$ cat src/rtl/core/octahedral_tangent_space_packer_assert.svh
// assertion macros for the octahedral tangent-space packer
// used by the top level; relies on clk and rst in the including module
`ifndef OCTAHEDRAL_TANGENT_SPACE_PACKER_ASSERT_SVH
`define OCTAHEDRAL_TANGENT_SPACE_PACKER_ASSERT_SVH

// antecedent implies consequent, checked on every clock outside reset
`define OTS_ASSERT_IMPLY(lbl, ante, cons) \
  lbl: assert property (@(posedge clk) disable iff (rst) (ante) |-> (cons)) \
    else $error("ots assertion failed");

// expression holds on every clock outside reset
`define OTS_ASSERT_ALWAYS(lbl, expr) \
  lbl: assert property (@(posedge clk) disable iff (rst) (expr)) \
    else $error("ots assertion failed");

`endif

$ cat src/rtl/core/ots_pkg.sv
// shared types, widths and constants of the octahedral tangent-space packer
// no dependencies
`default_nettype none

package ots_pkg;

  localparam int FIELD_BITS           = 10;
  localparam int FIELD_MAX            = (1 << FIELD_BITS) - 1;
  localparam int CORDIC_STEPS_DEFAULT = 16;
  localparam int COMP_W               = 16;
  localparam int L1_W                 = 17;
  localparam int NUM_W                = 28;
  localparam int DEN_W                = 18;
  localparam int BITS_PER_DIV         = 2;
  localparam int DIV_STAGES           = FIELD_BITS / BITS_PER_DIV;
  localparam int DEC_W                = 12;
  localparam int ROOT_SCALE           = 6;
  localparam int SQ_W                 = 32;
  localparam int ROOT_PER_STAGE       = 2;
  localparam int ROOT_STAGES          = SQ_W / 2 / ROOT_PER_STAGE;
  localparam int LEN_W                = 16;
  localparam int TB_W                 = 36;
  localparam int DOT_W                = 54;
  localparam int CORD_W               = 56;
  localparam int ANG_W                = 34;
  localparam int QUANT_LAT            = 1 + DIV_STAGES;
  localparam int BASIS_LAT            = 2 + ROOT_STAGES + 5;
  localparam int CORDIC_EXTRA_LAT     = 2;

  localparam logic [1:0] WIND_SET   = 2'd3;
  localparam logic [1:0] WIND_CLEAR = 2'd0;

  typedef struct packed {
    logic                     kind;
    logic signed [COMP_W-1:0] normal_x;
    logic signed [COMP_W-1:0] normal_y;
    logic signed [COMP_W-1:0] normal_z;
    logic signed [COMP_W-1:0] tangent_x;
    logic signed [COMP_W-1:0] tangent_y;
    logic signed [COMP_W-1:0] tangent_z;
    logic                     tangent_w_is_one;
  } vertex_t;

  typedef struct packed {
    logic [31:0] packed_word;
    logic        degenerate;
  } result_t;

  typedef struct packed {
    logic                     valid;
    logic                     kind;
    logic signed [COMP_W-1:0] tx;
    logic signed [COMP_W-1:0] ty;
    logic signed [COMP_W-1:0] tz;
    logic                     w_one;
    logic                     degen;
    logic [FIELD_BITS-1:0]    qu;
    logic [FIELD_BITS-1:0]    qv;
  } quant_t;

  typedef struct packed {
    logic                    valid;
    logic                    kind;
    logic                    w_one;
    logic                    degen;
    logic [FIELD_BITS-1:0]   qu;
    logic [FIELD_BITS-1:0]   qv;
    logic signed [DOT_W-1:0] dt;
    logic signed [DOT_W-1:0] db;
  } basis_t;

  // arctangent of 2^-i, full turn = 2^32, truncated
  function automatic logic [31:0] atan_entry(input logic [4:0] i);
    logic [31:0] v;
    case (i)
      5'd0:    v = 32'h20000000;
      5'd1:    v = 32'h12E4051D;
      5'd2:    v = 32'h09FB385B;
      5'd3:    v = 32'h051111D4;
      5'd4:    v = 32'h028B0D43;
      5'd5:    v = 32'h0145D7E1;
      5'd6:    v = 32'h00A2F61E;
      5'd7:    v = 32'h00517C55;
      5'd8:    v = 32'h0028BE53;
      5'd9:    v = 32'h00145F2E;
      5'd10:   v = 32'h000A2F98;
      5'd11:   v = 32'h000517CC;
      5'd12:   v = 32'h00028BE6;
      5'd13:   v = 32'h000145F3;
      5'd14:   v = 32'h0000A2F9;
      5'd15:   v = 32'h0000517C;
      5'd16:   v = 32'h000028BE;
      5'd17:   v = 32'h0000145F;
      5'd18:   v = 32'h00000A2F;
      5'd19:   v = 32'h00000517;
      5'd20:   v = 32'h0000028B;
      5'd21:   v = 32'h00000145;
      5'd22:   v = 32'h000000A2;
      5'd23:   v = 32'h00000051;
      5'd24:   v = 32'h00000028;
      5'd25:   v = 32'h00000014;
      5'd26:   v = 32'h0000000A;
      5'd27:   v = 32'h00000005;
      5'd28:   v = 32'h00000002;
      5'd29:   v = 32'h00000001;
      default: v = 32'h00000000;
    endcase
    return v;
  endfunction

endpackage

`default_nettype wire

$ cat src/rtl/core/ots_quant.sv
// normal projection, octahedral fold and pipelined 10-bit quantizing divider
// depends on ots_pkg
`default_nettype none

module ots_quant (
  input  logic            clk,
  input  logic            rst,
  input  logic            in_valid,
  input  ots_pkg::vertex_t vertex,
  output ots_pkg::quant_t q
);

  localparam int NW = ots_pkg::NUM_W;
  localparam int DW = ots_pkg::DEN_W;
  localparam int LW = ots_pkg::L1_W;
  localparam int FB = ots_pkg::FIELD_BITS;
  localparam int CW = ots_pkg::COMP_W;
  localparam int NS = ots_pkg::DIV_STAGES;
  localparam int BP = ots_pkg::BITS_PER_DIV;

  typedef struct packed {
    logic                 valid;
    logic                 kind;
    logic signed [CW-1:0] tx;
    logic signed [CW-1:0] ty;
    logic signed [CW-1:0] tz;
    logic                 w_one;
    logic                 degen;
    logic [NW-1:0]        rem_u;
    logic [NW-1:0]        rem_v;
    logic [DW-1:0]        den;
    logic [FB-1:0]        qu;
    logic [FB-1:0]        qv;
  } div_t;

  div_t st [NS+1];
  div_t st0_next;

  function automatic logic [LW-1:0] mag16(input logic signed [CW-1:0] v);
    logic signed [LW-1:0] e;
    e = LW'(v);
    return e[LW-1] ? LW'(-e) : LW'(e);
  endfunction

  always_comb begin
    logic [LW-1:0]       ax, ay, az, l1, ls;
    logic signed [LW+1:0] nu, nv, lsig;
    logic [DW-1:0]       su, sv;
    ax = mag16(vertex.normal_x);
    ay = mag16(vertex.normal_y);
    az = mag16(vertex.normal_z);
    l1 = ax + ay + az;
    ls = (l1 == '0) ? LW'(1) : l1;
    lsig = $signed({2'b00, ls});
    if (!vertex.normal_z[CW-1]) begin
      nu = (LW+2)'(vertex.normal_x);
      nv = (LW+2)'(vertex.normal_y);
    end else begin
      nu = vertex.normal_x[CW-1] ? -$signed({2'b00, ls - ay}) : $signed({2'b00, ls - ay});
      nv = vertex.normal_y[CW-1] ? -$signed({2'b00, ls - ax}) : $signed({2'b00, ls - ax});
    end
    su = DW'(nu + lsig);
    sv = DW'(nv + lsig);
    st0_next.valid = in_valid;
    st0_next.kind  = vertex.kind;
    st0_next.tx    = vertex.tangent_x;
    st0_next.ty    = vertex.tangent_y;
    st0_next.tz    = vertex.tangent_z;
    st0_next.w_one = vertex.tangent_w_is_one;
    st0_next.degen = (l1 == '0);
    st0_next.rem_u = NW'({su, {FB{1'b0}}}) - NW'(su) + NW'(ls);
    st0_next.rem_v = NW'({sv, {FB{1'b0}}}) - NW'(sv) + NW'(ls);
    st0_next.den   = DW'({ls, 1'b0});
    st0_next.qu    = '0;
    st0_next.qv    = '0;
  end

  always_ff @(posedge clk) begin
    if (rst) begin
      st[0].valid <= 1'b0;
    end else begin
      st[0] <= st0_next;
    end
  end

  for (genvar g = 0; g < NS; g++) begin : g_div
    div_t nxt;

    always_comb begin
      nxt = st[g];
      for (int j = 0; j < BP; j++) begin
        logic [NW-1:0] trial;
        trial = NW'(st[g].den) << (FB - 1 - (BP * g + j));
        if (nxt.rem_u >= trial) begin
          nxt.rem_u = nxt.rem_u - trial;
          nxt.qu[FB - 1 - (BP * g + j)] = 1'b1;
        end
        if (nxt.rem_v >= trial) begin
          nxt.rem_v = nxt.rem_v - trial;
          nxt.qv[FB - 1 - (BP * g + j)] = 1'b1;
        end
      end
    end

    always_ff @(posedge clk) begin
      if (rst) begin
        st[g+1].valid <= 1'b0;
      end else begin
        st[g+1] <= nxt;
      end
    end
  end

  always_comb begin
    q.valid = st[NS].valid;
    q.kind  = st[NS].kind;
    q.tx    = st[NS].tx;
    q.ty    = st[NS].ty;
    q.tz    = st[NS].tz;
    q.w_one = st[NS].w_one;
    q.degen = st[NS].degen;
    q.qu    = st[NS].qu;
    q.qv    = st[NS].qv;
  end

endmodule

`default_nettype wire

$ cat config.mk
export PLATFORM = sky130hd
export DESIGN_NAME = ots_quant
export DESIGN_NICKNAME = d
export VERILOG_FILES = /design/src/rtl/core/octahedral_tangent_space_packer_assert.svh /design/src/rtl/core/ots_pkg.sv /design/src/rtl/core/ots_quant.sv
export SDC_FILE = /design/constraint.sdc
export NUM_CORES = 2
export LEC_CHECK = 0
export ABC_AREA = 1
export BUFFER_PORTS_ARGS = -buffer_cell sky130_fd_sc_hd__clkbuf_2
export CORE_MARGIN = 3
export CORE_UTILIZATION = 55
export DETAILED_ROUTE_END_ITERATION = 12
export GPL_ROUTABILITY_DRIVEN = 1
export GPL_TIMING_DRIVEN = 1
export PLACE_DENSITY = 0.83
export SLEW_MARGIN = 20
export SYNTH_ARGS = -nofsm -noshare
export SYNTH_HDL_FRONTEND = slang
export SYNTH_SLANG_ARGS = --single-unit
$ cat constraint.sdc
create_clock -name clk -period 22.8 [get_ports clk]
set_input_delay 1.14 -clock clk [delete_from_list [all_inputs] [get_ports clk]]
set_output_delay 1.14 -clock clk [all_outputs]
set_load 0.02 [all_outputs]
Word-level counts from Yosys, hierarchy flattened
Memories as Yosys holds them, arrays and structs flattened.
Cells that the tools add are included.
{ "word_totals": {"regBits": 0, "ram_bits": 876, "input_bits": 101, "out_inout_bits": 72, "wordCells": 120, "n_memories": 1} }
{ "op_classes": {"addsub": 35, "order_cmp": 20, "mux": 57, "bitwise": 6, "reduce_logical": 1} }
{ "mem_list": {"columns": ["memory", "words", "word_bits", "read_ports", "rd_clocked_by_memory_dff", "wr", "line", "text"], "rows": [
  ["st", 6, 146, 6, 0, 6, "ots_quant.sv:36", "div_t st [NS+1];"]
]} }
{ "ops": {"columns": ["op", "n"], "rows": [
  ["two-way mux 28 bit", 20],
  ["subtractor 28 x 18 -> 28 bit", 4],
  ["two-way mux 18 bit", 4],
  ["two-way mux 17 bit", 4],
  ["adder 28 x 17 -> 28 bit", 2],
  [">= comparator 28 x 18 -> 1 bit", 2],
  [">= comparator 28 x 19 -> 1 bit", 2],
  [">= comparator 28 x 20 -> 1 bit", 2],
  [">= comparator 28 x 21 -> 1 bit", 2],
  [">= comparator 28 x 22 -> 1 bit", 2],
  [">= comparator 28 x 23 -> 1 bit", 2],
  [">= comparator 28 x 24 -> 1 bit", 2],
  [">= comparator 28 x 25 -> 1 bit", 2],
  [">= comparator 28 x 26 -> 1 bit", 2],
  [">= comparator 28 x 27 -> 1 bit", 2],
  ["subtractor 28 x 19 -> 28 bit", 2],
  ["subtractor 28 x 20 -> 28 bit", 2],
  ["subtractor 28 x 21 -> 28 bit", 2],
  ["subtractor 28 x 22 -> 28 bit", 2],
  ["subtractor 28 x 23 -> 28 bit", 2],
  ["subtractor 28 x 24 -> 28 bit", 2],
  ["subtractor 28 x 25 -> 28 bit", 2],
  ["subtractor 28 x 26 -> 28 bit", 2],
  ["subtractor 28 x 27 -> 28 bit", 2],
  ["8 further kinds", 47]
]} }

Logic depth before layout (Yosys ltp)
{ "logic_depth": {"word_depth": 13, "depth_mapped": 78, "depth_no_buf": 78} }

Least setup slack after synthesis
No wires, ideal clock.
{ "synth_path": {"kind": "input-to-reg", "start": "input port rst", "end": "memory st[0][100] (netlist bit) (enable)", "setup_ns": 1.070, "arrival_time_ns": 15.194, "required_ns": 21.730, "setup_slack_ns": 6.536, "path_stages": 1, "n_path_buf": 0, "path_cell_list": "inv_1"} }
{ "synth_rtl": {"columns": ["item", "line", "text"], "rows": [
  ["start: declaration", "ots_quant.sv:7", "input logic rst,"],
  ["end: declaration", "ots_quant.sv:36", null]
]} }

==> results.md <==
- Die height: 320.3 µm
- Avg Cell Area, Syn: 8.683 µm²
- Remaining global-route overflow: 0
- YS warnings: 0
- Synth top area cells: edfxtp_1 (40%), ha_1 (11%), nand2_1 (9.4%), inv_1 (4.9%), xor2_1 (4.4%)
- Antenna violations before repair: 1
- Register area share after synthesis: 0.4063
- Ys async rst share: 0
- Layout net count: 7092
- Share of the synthesized area in the top cell type: 0.4041
- Top reg by flops: st
- Antenna-violating nets left: 0
- Wire per inst: 18.21 µm
- Share of cells above drive strength 1: 0.08950
- Setup CP Type: input pin to flop
- R2R Path Start: st[0][22]
- Hold depth: 2
- Synth Area in Compound Gates: 0.1281
- Crit path max fanout: 26
- Setup Skew: 40.74 ps
- Largest family of logic cells by synthesized area: simple AND/OR/NAND/NOR gates
- Post-synth top cells: nand2_1 (1363), edfxtp_1 (731), inv_1 (715)
- Final WS setup: 11130 ps
- Top_reg_cell synth: edfxtp_1
- Worst slew margin: 0.2892
- Die Wd: 320.3 µm
- Row cnt: 114
- Final Critical Period: 11670 ps
- Post-Syn Instances: 6256
- Top-count cell post-synth: nand2_1
- Sequential cell area: 22070 µm²
- Num Clock Sinks: 737
- Dpl ws: 10690 ps
- Largest net degree at the start of global routing: 154
- Post-route setup TNS: 0 ps
- TritonCTS buffer count: 76
- Worst-margin pin slew: 1055 ps
- Hold Buf Count CTS: 0
- Synthesized area: 54320 µm²
- Hold path start: st[2][145]
- Fmax: 85.66 MHz
- Core ar.: 97280 µm²
- Post-CTS Setup Inserts: 0
- Status: finished clean
- Hold Fails Final Rpt: 0
- WP data required: 23190 ps
- Die area: 102600 µm²
- Routed WL: 141.8 mm
- IO Count: 173
- DR vias: 43.70k
- Xor/xnor share of the synthesized area: 0.07465
- CP max-delay cell: o21ai_0
- Detail-routed via count per cell: 5.609
- Initial Util: 0.5584
- Max-slew violations: 0
- Worst reg-to-reg path cell count: 30
- Dominant cell type by area after synthesis: edfxtp_1
- IO buf count: 172
- Worst-case clock buffer depth: 3
- Worst setup EP type: flop
- Worst-skew pair later-pin latency: 670 ps
- Final core utilization: 0.6078
- WHS: 406.0 ps
- Syn Nets: 6895
- Max-cap violation count: 0
- Crit Reg-Reg Endpoint: st[1][61]
- Mux share of post-synthesis cell area: 0
- Final GP Congestion: 1.006
- Syn-to-layout area delta: 8.847%
- Most frequent CP cell: nand2_1
- Tot GR Track Use: 0.2710
- Hold EP: st[3][145]
- Pre-antenna DRT Iters: 6
- Post-Synth Simple-Gate Area: 0.1998
- Multi-input gate area: 28930 µm²
- Hold Crit Class: flop to flop
- Residual DRC: 0
- Flop2flop setup slack: 15380 ps
- Crit path largest cell delay: 1000 ps
- Crit share post-route: 0.5120
- Post-Synth Adder-Cell Area: 0.1300
- Setup-failing EPs final: 0
- Detailed Route Iter0 Violations: 2951
- FILL cells: 8185
- H-tree depth: 3
- N_diodes: 0
- CTS tree: done
- First-pass GRT wire length: 221.2 mm
- Post-cts resize count: 0
- Clock root buffer: clkbuf_16
- Largest register FFs: 737
- Via count of the first global-routing pass: 42.42k
- Seq cells post-synth: 737
- Arr. time, crit path: 12070 ps
- Reg clk slew, reported paths: 70 ps
- Post-DP HPWL: 112.7 mm
- Yosys cell types: 87
- Startpoint types: input pin
- Largest registers: st (737)
- Post-synth EDFFs: 731
- Unrepaired setup endpoints after global routing: false
worst max-delay path by stage:
| stage | end | from |
|---|---|---|
| floorplan | st[0][100] | rst |
| global placement | st[0][93] | vertex[80] |
| detailed placement | st[0][93] | vertex[80] |
| CTS | st[0][93] | vertex[80] |
| global route | st[0][93] | vertex[80] |
| finish | st[0][93] | vertex[80] |
metal layers:
layer / GRT usage / up-vias / part of all wire
met5: 0 / - / 0
met4: 0.1685 / 0 / 0.069
met3: 0.02884 / 414 / 0.047
met2: 0.4994 / 1362 / 0.51
met1: 0.2990 / 20040 / 0.38
li1: - / 21880 / -
area by class of cell:
cell class,instances,area share
multi-input combinational,4693,0.4893
clock buffer,80,0.03242
tap,1276,0.02700
sequential,737,0.3733
clock inverter,59,0.01204
inverter,747,0.04808
timing repair buffer,198,0.01786
through the flow:
stage,instances,area [µm²]
final,7790,59130
after global placement,7651,56500
after CTS,7790,59130
after global routing,7790,59130
after detailed placement,7651,56500
after floorplan,6256,54320
cell usage in the layout (no fill, tap or decap), types with 83 or more instances in the layout:
cell      count
nand3_1     281
clkbuf_2    172
a21oi_1     467
nor3_1       92
edfxtp_1    731
xor2_1      273
ha_1        494
xnor2_1     177
o21ai_0     372
nand4_1      86
nand2_1    1363
nor2_1      434
o21ai_1      83
inv_1       714
worst max-delay path, delay by kind of cell:
kind / cells / cell delay, ps
XOR/XNOR: 3 / 490
buffers and inverters: 10 / 1800
adder cells (fa/ha/maj): 8 / 2710
AND/OR/NAND/NOR: 35 / 3780
AO/OA/AOI/OAI: 8 / 2140
logic make-up after synthesis:
family | Yosys count
AOI/OAI and AO/OA | 1216
xor gates and xnor gates | 457
adders and majority gates | 538
buffers and inverters | 826
DFF | 737
and+or+nand+nor | 2482
Power is left out: the tool's default activity adds up to more than one toggle a clock period on the data nets, which glitch-free logic cannot reach.
